==> config.mk <==
export PLATFORM = sky130hd
export DESIGN_NAME = sic_alu
export DESIGN_NICKNAME = d
export VERILOG_FILES = /design/src/design/sic_pkg.sv /design/src/design/sic_alu.sv
export SDC_FILE = /design/constraint.sdc
export NUM_CORES = 2
export LEC_CHECK = 0
export ABC_AREA = 1
export BUFFER_PORTS_ARGS = -buffer_cell sky130_fd_sc_hd__buf_2
export CAP_MARGIN = 15
export CORE_MARGIN = 2
export CORE_UTILIZATION = 45
export DETAILED_ROUTE_END_ITERATION = 8
export HOLD_SLACK_MARGIN = 0.12
export PLACE_DENSITY = 0.72
export REMOVE_ABC_BUFFERS = 1
export SYNTH_ARGS = -nofsm -noshare
export SYNTH_HDL_FRONTEND = slang
export SYNTH_SLANG_ARGS = --single-unit
==> constraint.sdc <==
create_clock -name clk -period 10.48 [get_ports clk]
set_input_delay 1.048 -clock clk [delete_from_list [all_inputs] [get_ports clk]]
set_output_delay 1.048 -clock clk [all_outputs]
set_load 0.005 [all_outputs]
==> src/design/sic_pkg.sv <==
// Package: op codes, status codes and shared types of the stack calculator.
package sic_pkg;

  localparam logic [3:0] OP_PUSH = 4'd0;
  localparam logic [3:0] OP_ADD  = 4'd1;
  localparam logic [3:0] OP_SUB  = 4'd2;
  localparam logic [3:0] OP_MUL  = 4'd3;
  localparam logic [3:0] OP_DIV  = 4'd4;
  localparam logic [3:0] OP_REM  = 4'd5;
  localparam logic [3:0] OP_POW  = 4'd6;
  localparam logic [3:0] OP_SQRT = 4'd7;
  localparam logic [3:0] OP_POP  = 4'd8;

  localparam logic [2:0] ST_OK    = 3'd0;
  localparam logic [2:0] ST_OVER  = 3'd1;
  localparam logic [2:0] ST_UNDER = 3'd2;
  localparam logic [2:0] ST_DIVZ  = 3'd3;
  localparam logic [2:0] ST_DOM   = 3'd4;

  typedef struct packed {
    logic        start;
    logic [3:0]  op;
    logic [31:0] s;
    logic [31:0] t;
  } alu_req_t;

  typedef struct packed {
    logic        done;
    logic        ok;
    logic [2:0]  status;
    logic [31:0] r;
  } alu_rsp_t;

endpackage

==> src/design/sic_alu.sv <==
// Multi-cycle arithmetic unit: wrap add/sub/mul, iterative div/rem, pow and sqrt.
module sic_alu (
  input  logic              clk,
  input  logic              rst_n,
  input  sic_pkg::alu_req_t req,
  output sic_pkg::alu_rsp_t rsp
);

  localparam logic [2:0] A_IDLE = 3'd0;
  localparam logic [2:0] A_DIV  = 3'd1;
  localparam logic [2:0] A_POW  = 3'd2;
  localparam logic [2:0] A_SQRT = 3'd3;
  localparam logic [2:0] A_DONE = 3'd4;
  localparam logic [2:0] A_POWM = 3'd5;

  logic [2:0]  st_r, st_nxt;
  logic [31:0] a_r, a_nxt;     // dividend/quotient, base, root value
  logic [31:0] b_r, b_nxt;     // divisor, exponent, root bit
  logic [32:0] rm_r, rm_nxt;   // remainder, accumulator, root result
  logic [5:0]  cnt_r, cnt_nxt;
  logic        neg_r, neg_nxt;
  logic        isdiv_r, isdiv_nxt;
  logic        ok_r, ok_nxt;
  logic [2:0]  stat_r, stat_nxt;
  logic [31:0] res_r, res_nxt;
  logic        done_r;
  logic [31:0] pm_acc, pm_base;
  logic [31:0] n, d, na, da;
  logic [32:0] sh, sub;

  assign rsp.done   = done_r;
  assign rsp.ok     = ok_r;
  assign rsp.status = stat_r;
  assign rsp.r      = res_r;

  always_comb begin
    pm_acc  = rm_r[31:0] * a_r;
    pm_base = a_r * a_r;
    n  = (req.op == sic_pkg::OP_DIV) ? req.s : req.t;
    d  = (req.op == sic_pkg::OP_DIV) ? req.t : req.s;
    na = n[31] ? (32'd0 - n) : n;
    da = d[31] ? (32'd0 - d) : d;
    sh  = {rm_r[31:0], a_r[31]};
    sub = sh - {1'b0, b_r};
  end

  always_comb begin
    st_nxt = st_r; a_nxt = a_r; b_nxt = b_r; rm_nxt = rm_r; cnt_nxt = cnt_r;
    neg_nxt = neg_r; isdiv_nxt = isdiv_r; ok_nxt = ok_r; stat_nxt = stat_r;
    res_nxt = res_r;
    unique case (st_r)
      A_IDLE: begin
        if (req.start) begin
          ok_nxt = 1'b1;
          stat_nxt = sic_pkg::ST_OK;
          st_nxt = A_DONE;
          unique case (req.op)
            sic_pkg::OP_ADD: res_nxt = req.s + req.t;
            sic_pkg::OP_SUB: res_nxt = req.s - req.t;
            sic_pkg::OP_MUL: begin
              a_nxt = req.s; rm_nxt = {1'b0, req.t}; st_nxt = A_POWM;
            end
            sic_pkg::OP_DIV, sic_pkg::OP_REM: begin
              if (d == 32'd0) begin
                ok_nxt = 1'b0; stat_nxt = sic_pkg::ST_DIVZ;
              end else begin
                a_nxt = na; b_nxt = da; rm_nxt = '0; cnt_nxt = 6'd32;
                isdiv_nxt = (req.op == sic_pkg::OP_DIV);
                neg_nxt = (req.op == sic_pkg::OP_DIV) ? (n[31] ^ d[31]) : n[31];
                st_nxt = A_DIV;
              end
            end
            sic_pkg::OP_POW: begin
              if (!req.t[31]) begin
                a_nxt = req.s; b_nxt = req.t; rm_nxt = 33'd1; st_nxt = A_POW;
              end else if (req.s == 32'd1) begin
                res_nxt = 32'd1;
              end else if (req.s == 32'hFFFF_FFFF) begin
                res_nxt = req.t[0] ? 32'hFFFF_FFFF : 32'd1;
              end else if (req.s == 32'd0) begin
                ok_nxt = 1'b0; stat_nxt = sic_pkg::ST_DOM;
              end else begin
                res_nxt = 32'd0;
              end
            end
            sic_pkg::OP_SQRT: begin
              if (req.t[31]) begin
                ok_nxt = 1'b0; stat_nxt = sic_pkg::ST_DOM;
              end else begin
                a_nxt = req.t; b_nxt = 32'h4000_0000; rm_nxt = '0; st_nxt = A_SQRT;
              end
            end
            default: begin
              ok_nxt = 1'b0; stat_nxt = sic_pkg::ST_DOM;
            end
          endcase
        end
      end
      A_POWM: begin
        res_nxt = pm_acc[31:0];
        st_nxt = A_DONE;
      end
      A_DIV: begin
        if (!sub[32]) begin
          rm_nxt = sub;
          a_nxt = {a_r[30:0], 1'b1};
        end else begin
          rm_nxt = sh;
          a_nxt = {a_r[30:0], 1'b0};
        end
        cnt_nxt = cnt_r - 6'd1;
        if (cnt_r == 6'd1) begin
          st_nxt = A_DONE;
          if (isdiv_r) begin
            res_nxt = neg_r ? (32'd0 - a_nxt) : a_nxt;
          end else begin
            res_nxt = neg_r ? (32'd0 - rm_nxt[31:0]) : rm_nxt[31:0];
          end
        end
      end
      A_POW: begin
        if (b_r == 32'd0) begin
          res_nxt = rm_r[31:0];
          st_nxt = A_DONE;
        end else begin
          if (b_r[0]) rm_nxt = {1'b0, pm_acc[31:0]};
          a_nxt = pm_base[31:0];
          b_nxt = b_r >> 1;
        end
      end
      A_SQRT: begin
        if (b_r == 32'd0) begin
          res_nxt = rm_r[31:0];
          st_nxt = A_DONE;
        end else begin
          if ({1'b0, a_r} >= rm_r + {1'b0, b_r}) begin
            a_nxt = a_r - (rm_r[31:0] + b_r);
            rm_nxt = (rm_r >> 1) + {1'b0, b_r};
          end else begin
            rm_nxt = rm_r >> 1;
          end
          b_nxt = b_r >> 2;
        end
      end
      A_DONE: st_nxt = A_IDLE;
      default: st_nxt = A_IDLE;
    endcase
  end

  always_ff @(posedge clk) begin
    if (!rst_n) begin
      st_r <= A_IDLE;
      done_r <= 1'b0;
    end else begin
      st_r <= st_nxt;
      done_r <= (st_nxt == A_DONE);
    end
    a_r <= a_nxt; b_r <= b_nxt; rm_r <= rm_nxt; cnt_r <= cnt_nxt;
    neg_r <= neg_nxt; isdiv_r <= isdiv_nxt; ok_r <= ok_nxt; stat_r <= stat_nxt;
    res_r <= res_nxt;
  end

endmodule

# --- After elaboration in Yosys (flattened, before gate mapping) ---
# Index checks and enable logic that the tools add are counted.
totals:
  out_inout_bits: 37
  input_bits: 71
  word_cells: 152
  regBits: 145
op_classes:
  bitwise: 2
  eq_ne: 32
  n_reduce_logical: 18
  muxes: 74
  multipliers: 2
  addsub: 12
  magnitude_cmp: 1
op_table:
  columns: ["op", "count"]
  rows:
  - ["$mux 32", 28]
  - ["$pmux 32 s4", 3]
  - ["$mux 33", 10]
  - ["$pmux 32 s3", 3]
  - ["$pmux 33 s4", 2]
  - ["$sub 1x32->32 const A", 4]
  - ["$logic_not 32->1", 3]
  - ["$add 32x32->32", 2]
  - ["$mul 32x32->32", 2]
  - ["$sub 32x32->32", 2]
  - ["$pmux 3 s4", 3]
  - ["$add 32x32->33", 1]
  - ["$add 33x32->33", 1]
  - ["$ge 32x33->1", 1]
  - ["$mux 3", 11]
  - ["$sub 33x32->33", 1]
  - ["$eq 32x1->1 const B", 1]
  - ["$eq 32x32->1 const B", 1]
  - ["$mux 6", 3]
  - ["$reduce_and 9->1", 2]
  - ["$eq 4x3->1 const B", 4]
  - ["$ne 2x2->1 const B", 7]
  - ["$ne 3x3->1 const B", 4]
  - ["$pmux 6 s2", 1]
  - ["26 further kinds", 41]

# --- Depth between registers and ports, before layout ---
depth:
  depth_word: 8
  depth_mapped: 35
  mapped_depth_nobuf: 32

# --- Worst setup path before layout ---
# Ideal clock, no wire load.
synth_timing:
  path_kind: "reg-to-reg"
  from: "register a_r[5]"
  to: "register a_r[28], data pin"
  required_time_ns: 10.217
  arrival_time_ns: 7.117
  setup_time_ns: 0.263
  setup_slack_ns: 3.100
  path_stages_with_launch: 34
  path_buffers: 3
  synth_period_minus_slack_ns: 7.380
  cell_sequence: "edfxtp_1 > clkbuf_1 > buf_1 > buf_1 > nand2_1 > fa_1 > inv_1 > fa_1 > fa_1 > inv_1 > fa_1 > inv_1 > fa_1 > inv_1 > fa_1 > inv_1 > fa_1 > fa_1 > ha_1 > nand2_1 > nor2_1 > inv_1 > nor3_1 > nand3_1 > nand3_1 > nand2_1 > inv_1 > nor2_1 > o21bai_1 > a21oi_1 > o21ai_0 > nand2_1 > nor2_1 > a21oi_1"
synth_between:
  elab_chain_len: 4
  elab_cells_between_ends: 6
  cone_classes: "1 x add/sub; 1 x mul; 4 x mux"
synth_rtl:
  columns: ["element", "line", "text"]
  rows:
  - ["from (decl)", "sic_alu.sv:17", "logic [31:0] a_r, a_nxt;"]
  - ["from (signal assigned)", "sic_alu.sv:158", "a_r <= a_nxt; b_r <= b_nxt; rm_r <= rm_nxt; cnt_r <= cnt_nxt;"]
  - ["branches (longest 3 deep; another with $mul 32x32->32)", null, null]
  - ["$pmux 32 s4 (*)", "sic_alu.sv:51", "unique case (st_r)"]
  - ["via a_nxt[28]", "sic_alu.sv:17", null]
# Mark *: on every way through the listed nets, which the timed path passes. The select of a mux whose other input is x is not followed.
# A chain may end at the register's enable or synchronous reset.

# --- Worst setup path after layout ---
layout_timing:
  from: "register a_r[18]"
  to: "register rm_r[30], data pin"
layout_between:
  elab_chain_len: 4
  elab_cells_between_ends: 7
  cone_classes: "1 x mul; 1 x order compare; 5 x mux"
layout_rtl:
  columns: ["element", "line", "text"]
  rows:
  - ["$mul 32x32->32 or $ge 32x33->1 (tied branches)", "sic_alu.sv:37, sic_alu.sv:136", null]
  - ["$mux 33 (on tied branches)", "sic_alu.sv:126, sic_alu.sv:136", null]
  - ["$mux 33 (on tied branches)", "sic_alu.sv:122, sic_alu.sv:132", null]
  - ["$pmux 33 s4 (*)", "sic_alu.sv:51", null]
  - ["via rm_nxt[30]", "sic_alu.sv:19", "logic [32:0] rm_r, rm_nxt;"]
  - ["to (signal assigned)", "sic_alu.sv:158", null]
  - ["to (decl)", "sic_alu.sv:19", null]
# The timed path passes the listed nets; every way through them passes the cells marked *. The select of a mux whose other input is x is not followed.

==> key figures <==
Run status
  – Status: finished, violations left
  – Failing checks: max-slew violations

Routing
  – Via count: approximately 56000
  – Via-to-Cell Ratio: 5.83
  – ANT nets after route: 0
  – # DRC: 0
  – Drt first pass iters: 7
  – Met2 routed WL: around 100 mm
  – Routed len/inst: 25.5 microns
  – Total Wirelength: about 250 mm
  – DR top layer: met5
  – Metal3 WL: 28.1 mm
  – Iter 0 DRT Violations: approximately 6600
  – Routed length on met1: a little over 90 mm

Clock tree
  – # hold bufs at CTS: 0
  – Total CTS buffers: 17
  – Root Buffer: clkbuf_16
  – CTS clk-pin slew, worst paths: around 0.08 ns
  – CTS sink count: ~140
  – Clock buffer depth: 2
  – CTS resizes: 0
  – CTS tree: built
  – H-Tree Depth: 4
  – Post-CTS Setup Inserts: 0
  – Worst skew pair latency: about 0.56 ns

Setup path
  – R2R Setup Slk: between 2 and 2.5 ns
  – Arr. time, crit path: around 8.6 ns
  – Required @ worst endpoint: 10.76 ns
  – FF-to-FF Start: a_r[18]$_DFFE_PP_
  – Crit path launch type: register
  – Crit end category: register
  – Worst r2r path cells: 26
  – Critical-path maximum fanout: 23
  – RR Endpoint: rm_r[30]$_DFFE_PP_
  – CP Class: register to register
  – Setup crit start: a_r[18]$_DFFE_PP_

Worst hold path
  – Hold Path Class: register to register
  – Hold Startpoint: cnt_r[0]$_SDFFCE_PN0P_
  – Worst hold stages: 1
  – Worst hold endpoint: cnt_r[0]$_SDFFCE_PN0P_

STA
  – Max-slew violations: 1
  – Min cycle time layout: between 8 and 9 ns
  – TNS Setup: 0 ns
  – Final worst clock skew: between 0.02 and 0.03 ns
  – Worst slew pin tran: between 1.5 and 2 ns
  – Hold Vio Cnt, Final: 0
  – Max Clk Rate: roughly 0.12 GHz
  – Final Cycle Share: between 70% and 80%
  – Max_slew headroom: -3.83%
  – Setup-failing EPs final: 0
  – Unrepaired setup endpoints after global routing: no

Yosys
  – Synth Area per Inst: between 7 and 8 sq um
  – YS warnings: 0
  – Synth Area in Adders: between 30% and 40%
  – Largest family of logic cells by synthesized area: adder cells
  – Synth top area share: 28.7%
  – Synth top cells by count: 1935 x nand2_1, 1846 x inv_1, 808 x fa_1
  – Most common cell in the synthesized netlist: nand2_1
  – Simple-gate area share of the yosys netlist: 22.6%
  – Synth unique cells: 70
  – Post-Syn Area: 0.0563 sq mm
  – Largest cells by area after synthesis: fa_1 29%, nand2_1 13%, inv_1 12%
  – Post-synth EDFFs: 140
  – #FFs+latches synth: roughly 140
  – Multiplexer share of the synthesized area: 0%
  – Synth async-reset ratio: 0%
  – Area fraction in compound gates after synthesis: a little under an eighth
  – Seq/Total Area, Yosys: about 7.6%
  – Cell taking the most area after synthesis: fa_1
  – Main synth FF type: edfxtp_1
  – Xor/xnor share of the synthesized area: 3.85%
  – Post-Synthesis Cells: 8040

Place
  – Hpwl dp: 198 mm
  – Routability cong.: approximately 1.1
  – Port Buffers: between 100 and 150

Cells and area
  – Fill cells: ~13000
  – Share of cells above drive strength 1: roughly 5.3%
  – Layout Nets: approximately 9400
  – Syn-to-layout area delta: 5.64%

Die
  – Die W: about 360 microns
  – I/O Pins: approximately 110
  – DIE HEIGHT: about 360 microns
  – Starting density of the core: between 40% and 50%
  – Core box area: about 0.12 sq mm
  – Full die area: about 0.13 sq mm
  – Row count: approximately 130

Global routing
  – Total GRT Usage: 38.7%
  – Total gr overflow: 0
  – Pin count of the biggest net entering global routing: 69
  – First-pass GRT wire length: 364 mm
  – Antenna violations before repair: 14
  – Vias in the first global route: ~57000

Flow run
  – Max_cap viols: 0
[worst max path at each step]
stage	endpoint	slack, ns	cells after the start
2_1_floorplan	b_r[0]$_DFFE_PP_	2.51	13
3_3_place_gp	rm_r[30]$_DFFE_PP_	2.41	26
3_5_place_dp	rm_r[30]$_DFFE_PP_	2.30	24
4_1_cts	rm_r[30]$_DFFE_PP_	2.27	24
5_1_grt	rm_r[30]$_DFFE_PP_	1.95	26
6_report	rm_r[30]$_DFFE_PP_	2.12	26
[critical path, stage by stage (launching register included)]
cell and delay, ns:
edfxtp_1 1.00, buf_4 0.55, nand2_1 0.14, fa_1 0.53, inv_1 0.06, fa_1 0.53, inv_1 0.05, fa_1 0.48
fa_1 0.55, inv_1 0.05, fa_1 0.51, fa_1 0.44, fa_1 0.51, fa_1 0.44, ha_1 0.38, nand2_1 0.12
inv_1 0.08, nand3_1 0.08, or3_1 0.34, nor4_1 0.18, nand2_1 0.09, nand2_1 0.13, nand2_1 0.08, nand3_1 0.17
o21ai_0 0.32, inv_1 0.14, nand4_1 0.11
[metal layers]
layer / vias to the layer above / track usage (%)
met5: - / 0
met2: 3492 / 58.7
li1: 24800 / -
met1: 27200 / 49.3
met3: 781 / 9.04
met4: 14 / 25.8
[registers in the layout, indices dropped and copies added (netlist names)]
signal / cells
res_r: 32
ok_r: 1
stat_r: 2
st_r: 3
a_r: 32
isdiv_r: 1
done_r: 1
rm_r: 33
neg_r: 1
cnt_r: 6
b_r: 32
[layout make-up]
| type | count | area [sq um] | share of cell area, % |
|---|---|---|---|
| multi-input combinational | 5699 | 43700 | 73.5 |
| inverter | 1875 | 7040 | 11.8 |
| sequential | 144 | 4280 | 7.20 |
| tap | 1637 | 2050 | 3.44 |
| timing repair buffer | 266 | 1790 | 3.01 |
| clock buffer | 19 | 433 | 0.728 |
| clock inverter | 13 | 153 | 0.257 |
| antenna | 6 | 15.0 | 0.0252 |
[per-stage QoR]
| step | cells | area, sq um | hold WS (ns) | setup WS [ns] | utilization (%) |
|---|---|---|---|---|---|
| global placement | 9615 | 58800 | 0.578 | 2.41 | 47.5 |
| floorplan | 7718 | 55000 | 0.562 | 2.51 | - |
| detailed placement | 9617 | 58800 | 0.592 | 2.30 | 47.5 |
| finish | 9659 | 59500 | 0.599 | 2.12 | 48.0 |
| CTS | 9649 | 59400 | 0.602 | 2.27 | 47.9 |
| global route | 9653 | 59500 | 0.626 | 1.95 | 48.0 |
[cell usage in the layout, fill, tap and decap left out, types with 39 or more instances in the layout]
cell	n
inv_1	1846
a31oi_1	39
buf_4	151
xor2_1	146
ha_1	485
o21ai_1	68
xnor2_1	99
buf_2	107
o21ai_0	306
nor2_1	373
nand4_1	92
nor4_1	41
edfxtp_1	140
nand3_1	369
nor3_1	81
nand2_1	1935
fa_1	808
a21oi_1	451
[cell families after synthesis]
logic type,Yosys count
AND/OR/NAND/NOR,3030
adder cells (fa/ha/maj),1293
AO/OA/AOI/OAI,1130
XOR/XNOR,246
flip-flops,144
buffers and inverters,2197
Power is not shown: default switching activity piles up to over one toggle a cycle in this logic, so the estimate is an artifact.
